$ cat config.mk
export PLATFORM = sky130hd
export DESIGN_NAME = basic_expression_stack_unit_flat
export DESIGN_NICKNAME = d
export VERILOG_FILES = /design/src/hw/rtl/besu_pkg.sv /design/src/hw/rtl/besu_if.sv /design/src/hw/rtl/besu_div.sv /design/src/hw/rtl/besu_ctrl.sv /design/src/hw/rtl/besu_dp.sv /design/src/hw/rtl/basic_expression_stack_unit.sv /design/src/flat_wrapper.sv
export SDC_FILE = /design/constraint.sdc
export NUM_CORES = 2
export LEC_CHECK = 0
export ABC_AREA = 1
export CORE_MARGIN = 2
export CORE_UTILIZATION = 35
export CTS_BUF_LIST = sky130_fd_sc_hd__clkbuf_8
export CTS_CLUSTER_DIAMETER = 200
export DETAILED_ROUTE_END_ITERATION = 7
export DONT_BUFFER_PORTS = 1
export GPL_TIMING_DRIVEN = 0
export PLACE_DENSITY = 0.56
export SLEW_MARGIN = 0
export SYNTH_ARGS = -nofsm -noshare
export SYNTH_HDL_FRONTEND = slang
export SYNTH_SLANG_ARGS = --single-unit
export TNS_END_PERCENT = 1
$ cat constraint.sdc
create_clock -name clk -period 20.4 [get_ports clk]
set_clock_uncertainty 0.2 [all_clocks]
set_input_delay 5.1 -clock clk [delete_from_list [all_inputs] [get_ports clk]]
set_output_delay 5.1 -clock clk [all_outputs]
set_load 0.02 [all_outputs]
$ cat src/hw/rtl/besu_pkg.sv
`timescale 1ns / 1ps

package besu_pkg;

	// Sizes of the stack and the variable file.
	localparam int STACK_DEPTH    = 32;
	localparam int VARIABLE_COUNT = 26;

	// Field widths.
	localparam int WORD_W  = 32;
	localparam int CMD_W   = 4;
	localparam int ERR_W   = 3;
	localparam int DEPTH_W = 6;

	// Derived widths.
	localparam int SP_W   = $clog2(STACK_DEPTH + 1);
	localparam int SPX_W  = SP_W + 3;
	localparam int ADDR_W = $clog2(STACK_DEPTH);
	localparam int VAR_W  = (VARIABLE_COUNT > 1) ? $clog2(VARIABLE_COUNT) : 1;
	localparam int CNT_W  = $clog2(WORD_W);

	// Command codes.
	typedef enum logic [CMD_W-1:0] {
		CMD_PUSH     = 4'd0,
		CMD_ADD      = 4'd1,
		CMD_SUB      = 4'd2,
		CMD_NEG      = 4'd3,
		CMD_MUL      = 4'd4,
		CMD_DIV      = 4'd5,
		CMD_STORE    = 4'd6,
		CMD_LOAD     = 4'd7,
		CMD_COMPARE  = 4'd8,
		CMD_POP      = 4'd9,
		CMD_CLR_STK  = 4'd10,
		CMD_CLR_VARS = 4'd11
	} cmd_t;

	// Error codes.
	typedef enum logic [ERR_W-1:0] {
		ERR_OK    = 3'd0,
		ERR_UNDER = 3'd1,
		ERR_OVER  = 3'd2,
		ERR_DIVZ  = 3'd3,
		ERR_REL   = 3'd4,
		ERR_INDEX = 3'd5
	} err_t;

	// Relation codes of the compare command.
	typedef enum logic [2:0] {
		REL_EQ = 3'd0,
		REL_LT = 3'd1,
		REL_LE = 3'd2,
		REL_NE = 3'd3,
		REL_GT = 3'd4,
		REL_GE = 3'd5
	} rel_t;

	// Controller states.
	typedef enum logic [2:0] {
		ST_IDLE,
		ST_RD_BELOW,
		ST_RD_THIRD,
		ST_DIV,
		ST_EXEC
	} state_t;

	// Which stack entry the read port addresses, counted from the top.
	typedef enum logic [1:0] {
		RD_BELOW,
		RD_THIRD,
		RD_FOURTH
	} rd_sel_t;

	// Commands from the controller to the datapath.
	typedef struct packed {
		logic    capture;
		rd_sel_t rd_sel;
		logic    cap_below;
		logic    cap_third;
		logic    div_start;
		logic    commit;
	} ctrl_cmd_t;

	// Status from the datapath to the controller.
	typedef struct packed {
		logic div_go;
		logic div_busy;
		logic out_full;
	} dp_status_t;

endpackage

$ cat src/hw/rtl/besu_if.sv
`timescale 1ns / 1ps

// Command channel: one command word per handshake.
interface besu_cmd_if;
	import besu_pkg::*;

	logic                     valid;
	logic                     ready;
	logic [CMD_W-1:0]         command;
	logic signed [WORD_W-1:0] value;

	modport source (output valid, command, value, input ready);
	modport sink (input valid, command, value, output ready);
endinterface

// Result channel: one result word per command.
interface besu_res_if;
	import besu_pkg::*;

	logic                     valid;
	logic                     ready;
	logic signed [WORD_W-1:0] top_value;
	logic signed [WORD_W-1:0] popped_value;
	logic                     condition_true;
	logic [ERR_W-1:0]         error_code;
	logic [DEPTH_W-1:0]       stack_depth;

	modport source (output valid, top_value, popped_value, condition_true, error_code,
		stack_depth, input ready);
	modport sink (input valid, top_value, popped_value, condition_true, error_code,
		stack_depth, output ready);
endinterface

$ cat src/hw/rtl/besu_div.sv
`timescale 1ns / 1ps

// Radix-2 restoring divider on magnitudes, one quotient bit per cycle,
// with the sign applied to the truncated quotient at the end.
module besu_div (
	input  logic                          clk,
	input  logic                          arst_n,
	input  logic                          start,
	input  logic [besu_pkg::WORD_W-1:0]   dividend,
	input  logic [besu_pkg::WORD_W-1:0]   divisor,
	output logic                          busy,
	output logic [besu_pkg::WORD_W-1:0]   quotient
);
	import besu_pkg::*;

	logic              busy_q;
	logic [CNT_W-1:0]  cnt_q;
	logic [WORD_W-1:0] rem_q;
	logic [WORD_W-1:0] quo_q;
	logic [WORD_W-1:0] den_q;
	logic              neg_q;
	logic [WORD_W:0]   shifted;
	logic [WORD_W:0]   diff;

	// Trial subtraction of the divisor from the shifted remainder.
	assign shifted = {rem_q, quo_q[WORD_W-1]};
	assign diff    = shifted - {1'b0, den_q};

	// Iteration control.
	always_ff @(posedge clk or negedge arst_n) begin
		if (!arst_n) begin
			busy_q <= 1'b0;
			cnt_q  <= '0;
		end else if (start) begin
			busy_q <= 1'b1;
			cnt_q  <= '0;
		end else if (busy_q) begin
			cnt_q <= cnt_q + CNT_W'(1);
			if (cnt_q == CNT_W'(WORD_W - 1)) begin
				busy_q <= 1'b0;
			end
		end
	end

	// Remainder and quotient shift register.
	always_ff @(posedge clk) begin
		if (start) begin
			rem_q <= '0;
			quo_q <= dividend[WORD_W-1] ? (WORD_W'(0) - dividend) : dividend;
			den_q <= divisor[WORD_W-1] ? (WORD_W'(0) - divisor) : divisor;
			neg_q <= dividend[WORD_W-1] ^ divisor[WORD_W-1];
		end else if (busy_q) begin
			if (!diff[WORD_W]) begin
				rem_q <= diff[WORD_W-1:0];
				quo_q <= {quo_q[WORD_W-2:0], 1'b1};
			end else begin
				rem_q <= shifted[WORD_W-1:0];
				quo_q <= {quo_q[WORD_W-2:0], 1'b0};
			end
		end
	end

	assign busy     = busy_q;
	assign quotient = neg_q ? (WORD_W'(0) - quo_q) : quo_q;

endmodule

$ cat src/hw/rtl/besu_ctrl.sv
`timescale 1ns / 1ps

// Sequencer: accepts a command word, steps the stack reads, waits on the
// divider when needed and commits the result once the output register frees.
module besu_ctrl (
	input  logic                   clk,
	input  logic                   arst_n,
	input  logic                   in_valid,
	output logic                   in_ready,
	input  besu_pkg::dp_status_t   sts,
	output besu_pkg::ctrl_cmd_t    ctl
);
	import besu_pkg::*;

	state_t state_q;
	state_t state_nxt;

	// State register.
	always_ff @(posedge clk or negedge arst_n) begin
		if (!arst_n) begin
			state_q <= ST_IDLE;
		end else begin
			state_q <= state_nxt;
		end
	end

	// Next state.
	always_comb begin
		state_nxt = state_q;
		unique case (state_q)
			ST_IDLE: begin
				if (in_valid) begin
					state_nxt = ST_RD_BELOW;
				end
			end
			ST_RD_BELOW: begin
				state_nxt = ST_RD_THIRD;
			end
			ST_RD_THIRD: begin
				state_nxt = sts.div_go ? ST_DIV : ST_EXEC;
			end
			ST_DIV: begin
				if (!sts.div_busy) begin
					state_nxt = ST_EXEC;
				end
			end
			ST_EXEC: begin
				if (!sts.out_full) begin
					state_nxt = ST_IDLE;
				end
			end
			default: begin
				state_nxt = ST_IDLE;
			end
		endcase
	end

	// Outputs.
	always_comb begin
		in_ready      = 1'b0;
		ctl           = '0;
		ctl.rd_sel    = RD_FOURTH;
		unique case (state_q)
			ST_IDLE: begin
				in_ready    = 1'b1;
				ctl.capture = in_valid;
				ctl.rd_sel  = RD_BELOW;
			end
			ST_RD_BELOW: begin
				ctl.cap_below = 1'b1;
				ctl.rd_sel    = RD_THIRD;
			end
			ST_RD_THIRD: begin
				ctl.cap_third = 1'b1;
				ctl.div_start = sts.div_go;
			end
			ST_DIV: begin
			end
			ST_EXEC: begin
				ctl.commit = !sts.out_full;
			end
			default: begin
			end
		endcase
	end

endmodule

$ cat src/hw/rtl/besu_dp.sv
`timescale 1ns / 1ps

// Datapath: top-of-stack register, stack memory for the deeper entries,
// variable file, arithmetic, divider and the result register.
module besu_dp (
	input  logic                               clk,
	input  logic                               arst_n,
	input  besu_pkg::ctrl_cmd_t                ctl,
	output besu_pkg::dp_status_t               sts,
	input  logic [besu_pkg::CMD_W-1:0]         command,
	input  logic signed [besu_pkg::WORD_W-1:0] value,
	output logic                               res_valid,
	input  logic                               res_ready,
	output logic signed [besu_pkg::WORD_W-1:0] top_value,
	output logic signed [besu_pkg::WORD_W-1:0] popped_value,
	output logic                               condition_true,
	output logic [besu_pkg::ERR_W-1:0]         error_code,
	output logic [besu_pkg::DEPTH_W-1:0]       stack_depth
);
	import besu_pkg::*;

	logic [CMD_W-1:0]         cmd_q;
	logic [WORD_W-1:0]        val_q;
	logic [SP_W-1:0]          sp_q;
	logic [WORD_W-1:0]        top_q;
	logic [WORD_W-1:0]        below_q;
	logic [WORD_W-1:0]        third_q;
	logic [WORD_W-1:0]        rd_q;
	logic [WORD_W-1:0]        stk_mem [STACK_DEPTH];
	logic [ADDR_W-1:0]        rd_addr;
	logic [SPX_W-1:0]         sp_x;
	logic [WORD_W-1:0]        var_mem [VARIABLE_COUNT];
	logic [VARIABLE_COUNT-1:0] var_vld_q;
	logic [WORD_W-1:0]        var_rd_q;
	logic                     var_vld_rd_q;
	logic [WORD_W-1:0]        var_val;
	logic [WORD_W-1:0]        quotient;
	logic                     div_busy;
	logic                     out_valid_q;

	// Execution results.
	logic [SPX_W-1:0]         need;
	logic [WORD_W-1:0]        nxt_top;
	logic [SP_W-1:0]          nxt_sp;
	logic [WORD_W-1:0]        popped;
	logic                     cond;
	err_t                     err;
	logic                     stk_wr;
	logic                     var_wr;
	logic                     var_clr;
	logic                     rel_hold;
	logic [WORD_W-1:0]        product;

	assign sp_x = SPX_W'(sp_q);

	// Command capture at acceptance, and capture of the second and third entries as they are read.
	always_ff @(posedge clk) begin
		if (ctl.capture) begin
			cmd_q <= command;
			val_q <= value;
		end
		if (ctl.cap_below) begin
			below_q <= rd_q;
		end
		if (ctl.cap_third) begin
			third_q <= rd_q;
		end
	end

	// Stack read address, counted down from the entry count.
	always_comb begin
		rd_addr = '0;
		unique case (ctl.rd_sel)
			RD_BELOW: begin
				if (sp_x >= SPX_W'(2)) begin
					rd_addr = ADDR_W'(sp_x - SPX_W'(2));
				end
			end
			RD_THIRD: begin
				if (sp_x >= SPX_W'(3)) begin
					rd_addr = ADDR_W'(sp_x - SPX_W'(3));
				end
			end
			RD_FOURTH: begin
				if (sp_x >= SPX_W'(4)) begin
					rd_addr = ADDR_W'(sp_x - SPX_W'(4));
				end
			end
			default: begin
			end
		endcase
	end

	// Stack memory: the top lives in top_q, deeper entries here.
	always_ff @(posedge clk) begin
		if (ctl.commit && stk_wr) begin
			stk_mem[ADDR_W'(sp_x - SPX_W'(1))] <= top_q;
		end
		rd_q <= stk_mem[rd_addr];
	end

	// Variable file memory, addressed by the top for loads.
	always_ff @(posedge clk) begin
		if (ctl.commit && var_wr) begin
			var_mem[below_q[VAR_W-1:0]] <= top_q;
		end
		var_rd_q     <= var_mem[top_q[VAR_W-1:0]];
		var_vld_rd_q <= var_vld_q[top_q[VAR_W-1:0]];
	end

	// Variable valid bits; an entry never written since a clear reads as zero.
	always_ff @(posedge clk or negedge arst_n) begin
		if (!arst_n) begin
			var_vld_q <= '0;
		end else if (ctl.commit && var_clr) begin
			var_vld_q <= '0;
		end else if (ctl.commit && var_wr) begin
			var_vld_q[below_q[VAR_W-1:0]] <= 1'b1;
		end
	end

	assign var_val = var_vld_rd_q ? var_rd_q : '0;

	// Divider works on the entry below over the top.
	besu_div u_div (
		.clk      (clk),
		.arst_n   (arst_n),
		.start    (ctl.div_start),
		.dividend (below_q),
		.divisor  (top_q),
		.busy     (div_busy),
		.quotient (quotient)
	);

	assign product = below_q * top_q;

	// Relation test of the compare command: third entry against the top.
	always_comb begin
		rel_hold = 1'b0;
		unique case (below_q[2:0])
			REL_EQ:  rel_hold = (third_q == top_q);
			REL_LT:  rel_hold = ($signed(third_q) < $signed(top_q));
			REL_LE:  rel_hold = !($signed(top_q) < $signed(third_q));
			REL_NE:  rel_hold = (third_q != top_q);
			REL_GT:  rel_hold = ($signed(top_q) < $signed(third_q));
			REL_GE:  rel_hold = !($signed(third_q) < $signed(top_q));
			default: rel_hold = 1'b0;
		endcase
	end

	// Operand count each command needs.
	always_comb begin
		need = '0;
		unique case (cmd_q)
			CMD_NEG, CMD_LOAD, CMD_POP: need = SPX_W'(1);
			CMD_ADD, CMD_SUB, CMD_MUL, CMD_DIV, CMD_STORE: need = SPX_W'(2);
			CMD_COMPARE: need = SPX_W'(3);
			default: need = '0;
		endcase
	end

	// Command execution; any error keeps the stack and variables as they are.
	always_comb begin
		nxt_top = top_q;
		nxt_sp  = sp_q;
		popped  = '0;
		cond    = 1'b0;
		err     = ERR_OK;
		stk_wr  = 1'b0;
		var_wr  = 1'b0;
		var_clr = 1'b0;
		if (sp_x < need) begin
			err = ERR_UNDER;
		end else begin
			unique case (cmd_q)
				CMD_PUSH: begin
					if (sp_q == SP_W'(STACK_DEPTH)) begin
						err = ERR_OVER;
					end else begin
						stk_wr  = (sp_q != '0);
						nxt_top = val_q;
						nxt_sp  = sp_q + SP_W'(1);
					end
				end
				CMD_ADD: begin
					nxt_top = below_q + top_q;
					nxt_sp  = sp_q - SP_W'(1);
				end
				CMD_SUB: begin
					nxt_top = below_q - top_q;
					nxt_sp  = sp_q - SP_W'(1);
				end
				CMD_NEG: begin
					nxt_top = WORD_W'(0) - top_q;
				end
				CMD_MUL: begin
					nxt_top = product;
					nxt_sp  = sp_q - SP_W'(1);
				end
				CMD_DIV: begin
					if (top_q == '0) begin
						err = ERR_DIVZ;
					end else begin
						nxt_top = quotient;
						nxt_sp  = sp_q - SP_W'(1);
					end
				end
				CMD_STORE: begin
					if (below_q[WORD_W-1] || (below_q >= WORD_W'(VARIABLE_COUNT))) begin
						err = ERR_INDEX;
					end else begin
						var_wr  = 1'b1;
						nxt_top = third_q;
						nxt_sp  = sp_q - SP_W'(2);
					end
				end
				CMD_LOAD: begin
					if (top_q[WORD_W-1] || (top_q >= WORD_W'(VARIABLE_COUNT))) begin
						err = ERR_INDEX;
					end else begin
						nxt_top = var_val;
					end
				end
				CMD_COMPARE: begin
					if (below_q > WORD_W'(REL_GE)) begin
						err = ERR_REL;
					end else begin
						cond    = rel_hold;
						nxt_top = rd_q;
						nxt_sp  = sp_q - SP_W'(3);
					end
				end
				CMD_POP: begin
					popped  = top_q;
					nxt_top = below_q;
					nxt_sp  = sp_q - SP_W'(1);
				end
				CMD_CLR_STK: begin
					nxt_sp = '0;
				end
				CMD_CLR_VARS: begin
					var_clr = 1'b1;
				end
				default: begin
				end
			endcase
		end
	end

	// Stack pointer.
	always_ff @(posedge clk or negedge arst_n) begin
		if (!arst_n) begin
			sp_q <= '0;
		end else if (ctl.commit) begin
			sp_q <= nxt_sp;
		end
	end

	// Top of stack.
	always_ff @(posedge clk) begin
		if (ctl.commit) begin
			top_q <= nxt_top;
		end
	end

	// Result register valid flag.
	always_ff @(posedge clk or negedge arst_n) begin
		if (!arst_n) begin
			out_valid_q <= 1'b0;
		end else if (ctl.commit) begin
			out_valid_q <= 1'b1;
		end else if (res_ready) begin
			out_valid_q <= 1'b0;
		end
	end

	// Result register payload.
	always_ff @(posedge clk) begin
		if (ctl.commit) begin
			top_value      <= (nxt_sp != '0) ? nxt_top : '0;
			popped_value   <= popped;
			condition_true <= cond;
			error_code     <= err;
			stack_depth    <= DEPTH_W'(nxt_sp);
		end
	end

	assign res_valid    = out_valid_q;
	assign sts.div_go   = (cmd_q == CMD_DIV) && (sp_x >= SPX_W'(2)) && (top_q != '0);
	assign sts.div_busy = div_busy;
	assign sts.out_full = out_valid_q && !res_ready;

endmodule

$ cat src/hw/rtl/basic_expression_stack_unit.sv
`timescale 1ns / 1ps

// Expression stack and variable file of a small BASIC interpreter machine.
// Channel cmd carries one command word (command, value); channel res returns
// exactly one result word per command (top_value, popped_value,
// condition_true, error_code, stack_depth). Both use valid/ready.
// Sequence: the accept step, two reads of the single stack memory read port
// (the second and third entries from the top; the fourth is read in the last
// of these and is ready for execution) and the execute step, which commits the
// result word to the output register. A divide waits for the one-bit-per-cycle
// divider before its execute step. A new command is taken only once the last
// one has been committed.
// Reset clears the stack depth, the variable file (through per-entry valid
// bits) and the result valid flag; the stack memory itself is not cleared,
// since an entry is only read after it has been written.
// When the receiver stalls, the result word holds in the output register; the
// next command is still accepted and worked, and waits in its execute cycle
// until the output register is free.
module basic_expression_stack_unit (
	input logic        clk,
	input logic        arst_n,
	besu_cmd_if.sink   cmd,
	besu_res_if.source res
);
	import besu_pkg::*;

	ctrl_cmd_t  ctl;
	dp_status_t sts;

	besu_ctrl u_ctrl (
		.clk      (clk),
		.arst_n   (arst_n),
		.in_valid (cmd.valid),
		.in_ready (cmd.ready),
		.sts      (sts),
		.ctl      (ctl)
	);

	besu_dp u_dp (
		.clk            (clk),
		.arst_n         (arst_n),
		.ctl            (ctl),
		.sts            (sts),
		.command        (cmd.command),
		.value          (cmd.value),
		.res_valid      (res.valid),
		.res_ready      (res.ready),
		.top_value      (res.top_value),
		.popped_value   (res.popped_value),
		.condition_true (res.condition_true),
		.error_code     (res.error_code),
		.stack_depth    (res.stack_depth)
	);

endmodule

$ cat src/flat_wrapper.sv
// flat-port wrapper written by rule: the top's interface ports become plain ports
module basic_expression_stack_unit_flat import besu_pkg::*;
  (clk, arst_n, cmd_valid, cmd_command, cmd_value, cmd_ready, res_valid, res_top_value, res_popped_value, res_condition_true, res_error_code, res_stack_depth, res_ready);
  besu_cmd_if cmd_i ();
  besu_res_if res_i ();
  input logic clk;
  input logic arst_n;
  input wire logic [$bits(cmd_i.valid)-1:0] cmd_valid;
  input wire logic [$bits(cmd_i.command)-1:0] cmd_command;
  input wire logic [$bits(cmd_i.value)-1:0] cmd_value;
  output wire logic [$bits(cmd_i.ready)-1:0] cmd_ready;
  output wire logic [$bits(res_i.valid)-1:0] res_valid;
  output wire logic [$bits(res_i.top_value)-1:0] res_top_value;
  output wire logic [$bits(res_i.popped_value)-1:0] res_popped_value;
  output wire logic [$bits(res_i.condition_true)-1:0] res_condition_true;
  output wire logic [$bits(res_i.error_code)-1:0] res_error_code;
  output wire logic [$bits(res_i.stack_depth)-1:0] res_stack_depth;
  input wire logic [$bits(res_i.ready)-1:0] res_ready;
  assign cmd_i.valid = cmd_valid;
  assign cmd_i.command = cmd_command;
  assign cmd_i.value = cmd_value;
  assign cmd_ready = cmd_i.ready;
  assign res_valid = res_i.valid;
  assign res_top_value = res_i.top_value;
  assign res_popped_value = res_i.popped_value;
  assign res_condition_true = res_i.condition_true;
  assign res_error_code = res_i.error_code;
  assign res_stack_depth = res_i.stack_depth;
  assign res_i.ready = res_ready;
  basic_expression_stack_unit u_core (.clk(clk), .arst_n(arst_n), .cmd(cmd_i), .res(res_i));
endmodule
-- After elaboration in Yosys (flattened, before gate mapping)
Memory sizes are Yosys's and may differ from the RTL's. A register that Yosys moved wholly into a read port is not among the register bits.
Index checks and enable logic that the tools add are counted.
- memories: 3
- bits in writable memories: 1856
- output and inout port bits: 76
- flip-flop bits (word level): 346
- memory bits (read-only): 32
- memories (memory ; depth ; bits a word ; read ports ; clocked after memory_dff ; wr ports ; RTL line ; text):
    u_core.u_dp.stk_mem ; 32 ; 32 ; 1 ; 1 ; 1 ; besu_dp.sv:29 ; logic [WORD_W-1:0] stk_mem [STACK_DEPTH];
    u_core.u_dp.var_mem ; 26 ; 32 ; 1 ; 1 ; 1 ; besu_dp.sv:32 ; logic [WORD_W-1:0] var_mem [VARIABLE_COUNT];
    (name not given) ; 16 ; 2 ; 1 ; 1 ; 0 ; besu_dp.sv:154 ; unique case (cmd_q)
- bitwise gates (word level): 4
- muxes and demuxes: 69
- equal/unequal tests: 29
- $lt $le $gt $ge: 12
- add/subtract/negate cells: 15
- reduce and logical (&&, ||, !) cells: 28
- $mul: 1
- operators with widths (kind ; number):
    $mux 32 ; 12
    $pmux 32 s10 ; 1
    $sub 1x32->32 const A ; 3
    $ge 32x5->1 const B ; 2
    $lt 32x32->1 ; 2
    $mux 26 ; 2
    $pmux 6 s6 ; 1
    $sub 33x32->33 ; 1
    $add 32x32->32 ; 1
    $eq 32x32->1 ; 1
    $gt 32x3->1 const B ; 1
    $logic_not 32->1 ; 1
    $mul 32x32->32 ; 1
    $ne 32x32->1 ; 1
    $reduce_bool 32->1 ; 1
    $sub 32x32->32 ; 1
    $mux 31 ; 1
    $mux 6 ; 5
    $pmux 3 s5 ; 2
    $or 26x26->26 ; 1
    $mux 5 ; 5
    $mux 1 ; 24
    $mux 3 ; 7
    $eq 4x3->1 const B ; 4
    other kinds (44) ; 77

-- Depth between registers and ports, before layout
- word-level depth: 8
- gate-level depth with buffers: 37

-- By module
From an unflattened synthesis, not the netlist that was laid out.
- cells, all modules: 11668
- area total of the unflattened synthesis: 118728.9 µm²
- by module, submodules not included (module ; cells each ; area an instance (µm²) ; instances):
    besu_dp ; 10197 ; 109243.5 ; 1
    besu_div ; 1440 ; 9256.4 ; 1
    besu_ctrl ; 31 ; 229.0 ; 1

-- Worst setup path after synthesis
OpenSTA, ideal clock, no wires.
- path type: input-to-reg
- start point: input res_ready
- end point: memory u_core.u_dp.var_mem[0][0] (enable)
- setup time: 0.423 ns
- stages on the path: 10
- path slack: 9.155 ns
- data arrival time: 10.622 ns
- path buffers: 0
- path through: nor2_1 > nor2_2 > inv_1 > nor2_1 > inv_1 > nor2_2 > inv_1 > nor2_1 > inv_1 > nor2_1
- RTL lines (element ; RTL line ; text):
    from (decl) ; flat_wrapper.sv:18 ; input wire logic [$bits(res_i.ready)-1:0] res_ready;
    to (decl) ; besu_dp.sv:32 ;

-- Final worst setup path
- start point: register u_core.u_dp.top_q[2]
- end point: register u_core.u_dp.top_q[27] (data pin)
- word-level cells in the longest chain between the ends: 5
- RTL lines (element ; RTL line ; text):
    from (decl) ; besu_dp.sv:25 ; logic [WORD_W-1:0] top_q;
    from (signal assigned) ; besu_dp.sv:262 ; top_q <= nxt_top;
    branches (longest 3 deep; another with $mul 32x32->32) ; - ;
    $pmux 32 s10 (*) ; besu_dp.sv:175 ; unique case (cmd_q)
    $mux 32 (*) ; besu_dp.sv:172 ; if (sp_x < need) begin
    via u_core.u_dp.nxt_top[27] ; besu_dp.sv:43 ; logic [WORD_W-1:0] nxt_top;
Mark *: on every way through the listed nets, which the timed path passes.
A chain may end at the register's enable or synchronous reset.

==> flow_summary_export.csv <==
group,metric,value,unit
timing,fmax,83.4,MHz
yosys,synth_edf_count,2127,
clock_tree,clockRootBuffer,"clkbuf_8",
global_route,grt_max_degree,43,
clock_tree,clock_sinks,2268,
timing,max_slew_margin,0.728,%
yosys,yosys_register_bits,2268,
worst_setup_path,slowest_stage,"edfxtp_1",
clock_tree,post_cts_buffers,0,
floorplanning,die_h,576,um
layout,area_growth,15.2,%
timing,setup_viol,0,
yosys,syn-num-nets,11400,
worst_setup_path,r2r_start,"u_core.u_dp.top_q[2]",
floorplanning,num_rows,210,
worst_setup_path,crit_type,"register to register",
global_route,grt_pass1_vias,84100,
hold_path,hold_path_class,"register to register",
hold_path,hold_start,"u_core.u_dp.rd_q[23]",
timing,rsz0062_at_grt,"no",
timing,hold_viol_final,0,
layout,fin_nets,12000,
yosys,synth.area.top_cells,"edfxtp_1, fa_1, nand2_1",
yosys,synth_flop_cell,"edfxtp_1",
worst_setup_path,worst-path-buf-inv,11,
layout,final_util,40.4,%
clock_tree,hold_buffers,0,
yosys,synth_cell_types,58,
routing,via_per_inst,5.42,
placement,post-place-ws,8.91,ns
yosys,ys_async_sr_fraction,1.85,%
routing,drt-initial-drc-count,10900,
worst_setup_path,rr_endpoint,"u_core.u_dp.top_q[27]",
routing,wirelength,452,mm
global_route,track_usage,26.7,%
routing,wl_per_cell,28.3,um
global_route,grt_pass1_wl,629,mm
floorplanning,ios,116,
yosys,syn-cell-area,0.115,sq mm
timing,tightestPinTransition,1.49,ns
clock_tree,cts_tree,"built",
hold_path,min_path_cells,0,
yosys,synthTopCellsByCount,"edfxtp_1, nand2_1, nor2_1, o21ai_0, inv_1",
run,cap_violations,0,
worst_setup_path,worstRegToRegCells,33,
clock_tree,clockBufferDepth,4,
worst_setup_path,crit_top_cell,"fa_1",
placement,port_buffers,0,
outcome,status,"finished clean",
clock_tree,cts_buffers,375,
clock_tree,clk_pin_slew,0.07,ns
yosys,yosys.area.top_type,"edfxtp_1",
worst_setup_path,crit_family,"adder cells",
yosys,ys_seq_area_share,58.4,%
hold_path,worst_hold_path.endpoint,"u_core.u_dp.below_q[23]",
layout,stdcell_area,0.132,sq mm
worst_setup_path,max_stage_delay,1.01,ns
global_route,antenna_found_initial,33,
routing,drc,0,
layout,drive_above_1_share,8.80,%
worst_setup_path,worst_ep_required_time,20.97,ns
placement,hpwl,343,mm
worst_setup_path,end_kind,"register",
worst_setup_path,arrival,12.55,ns
clock_tree,cts_resized,0,
yosys,yosysMostFrequentCell,"edfxtp_1",
routing,antenna_left,0,
timing,period_share,58.8,%
floorplanning,die_area,0.332,sq mm
routing,route.vias.total,86600,
worst_setup_path,ff2ff_setup_slack,8.41,ns
clock_tree,clock_latency,1.03,ns
timing,postLayoutSetupSlackWorst,8.41,ns
yosys,synth_top_cell_area_share,55.7,%
worst_setup_path,critPathMaxFanout,10,
floorplanning,coreArea,0.327,sq mm
placement,gp_congestion,1.02,
yosys,synthCells,10700,
floorplanning,initial_utilization,35.1,%
timing,slew_viol_final,0,
global_route,overflow,0,
timing,fin_crit,11.99,ns
worst_setup_path,crit_path_start_kind,"register",
floorplanning,die_w,576,um
yosys,avgSynthCellArea,10.7,sq um
placement,placedInstanceArea,0.125,sq mm
timing,tns,0,ns
clock_tree,h-tree-depth,5,
routing,drt_pass1_iterations,6,
yosys,synth-warning-count,0,
==> how the worst max path moves through the flow <==
stage / start / depth (start not counted) / to / slack (ns)
2_1_floorplan: res_ready / 10 / u_core.u_dp.var_mem[0][0] / 9.16
3_3_place_gp: res_ready / 8 / u_core.u_dp.var_mem[22][6] / 4.19
3_5_place_dp: u_core.u_dp.top_q[2] / 28 / u_core.u_dp.top_value[21] / 8.91
4_1_cts: u_core.u_dp.top_q[2] / 28 / u_core.u_dp.top_value[21] / 8.88
5_1_grt: u_core.u_dp.top_q[2] / 32 / u_core.u_dp.top_value[27] / 8.21
6_report: u_core.u_dp.top_q[2] / 33 / u_core.u_dp.top_q[27] / 8.41
==> per-stage QoR <==
stage | hold WS, ns | cells
after global routing | 0.293 | 16000
after detailed placement | 0.266 | 15300
after floorplan | 0.226 | 10700
final | 0.249 | 16000
after global placement | 0.266 | 15100
after CTS | 0.273 | 15900
==> logic make-up (layout without fill, tap and decap cells) <==
logic type | Yosys count | after routing | share of synthesized area (%)
buffers and inverters | 1765 | 2617 | 6.03
DFF | 2268 | 2268 | 58.4
xor gates and xnor gates | 103 | 103 | 0.787
other | 0 | 20 | 0
and+or+nand+nor | 3708 | 3708 | 13.3
AOI/OAI and AO/OA | 2241 | 2241 | 11.7
adders and majority gates | 656 | 656 | 9.85
==> area by class of cell <==
class                   count  area, sq um
diodes                     20         50.0
plain buffers             611         2580
clock buffers             399         5490
clock inverters           268         1400
fillers                 31800       195000
inverters                1154         4330
multi-input cells        6708        41200
flip-flops and latches   2268        66900
well taps                4346         5440
repair buffers            185         4590
==> metal layers <==
metal / vias to the layer above / part of all wire [%] / wire (um) / GRT usage [%]
li1: 38200 / - / - / -
met1: 43100 / 40 / 181000 / 34.7
met2: 4247 / 45 / 204000 / 41.8
met3: 1020 / 7.8 / 35400 / 4.31
met4: 8 / 7.0 / 31700 / 16.2
met5: - / 0.015 / 66 / 0
==> flip-flops by register name (all words and copies together) (netlist names), 2 cells and up <==
signal / cells
u_core.u_dp.rd_q: 32
u_core.u_dp.stack_depth: 6
u_core.u_dp.var_vld_q: 26
u_core.u_dp.third_q: 32
u_core.u_ctrl.state_q: 3
u_core.u_dp.var_rd_q: 32
u_core.u_dp.u_div.rem_q: 32
u_core.u_dp.val_q: 32
u_core.u_dp.below_q: 32
u_core.u_dp.u_div.den_q: 32
u_core.u_dp.need: 2
u_core.u_dp.sp_q: 6
u_core.u_dp.var_mem: 832
u_core.u_dp.popped_value: 32
u_core.u_dp.error_code: 3
u_core.u_dp.u_div.cnt_q: 5
u_core.u_dp.top_value: 32
u_core.u_dp.u_div.quo_q: 32
u_core.u_dp.stk_mem: 1024
u_core.u_dp.top_q: 32
u_core.u_dp.cmd_q: 4
==> layout by cell type (no fill, tap or decap), types with 76 or more instances in the layout <==
cell and count:
edfxtp_1 2127, nand2_1 1784, inv_1 1259, nor2_1 1157, o21ai_0 1152, fa_1 410, clkbuf_1 401, clkbuf_8 399
nand3_1 398, o211ai_1 315, ha_1 246, a21oi_1 205, o221ai_1 164, buf_16 124, or2_2 117, o21bai_1 112
o22ai_1 105, buf_2 99, dfxtp_1 99, clkinv_1 78, xor2_1 77, o21ai_1 76
Power is left out: the tool's default activity adds up to more than one toggle a clock period on the data nets, which glitch-free logic cannot reach.
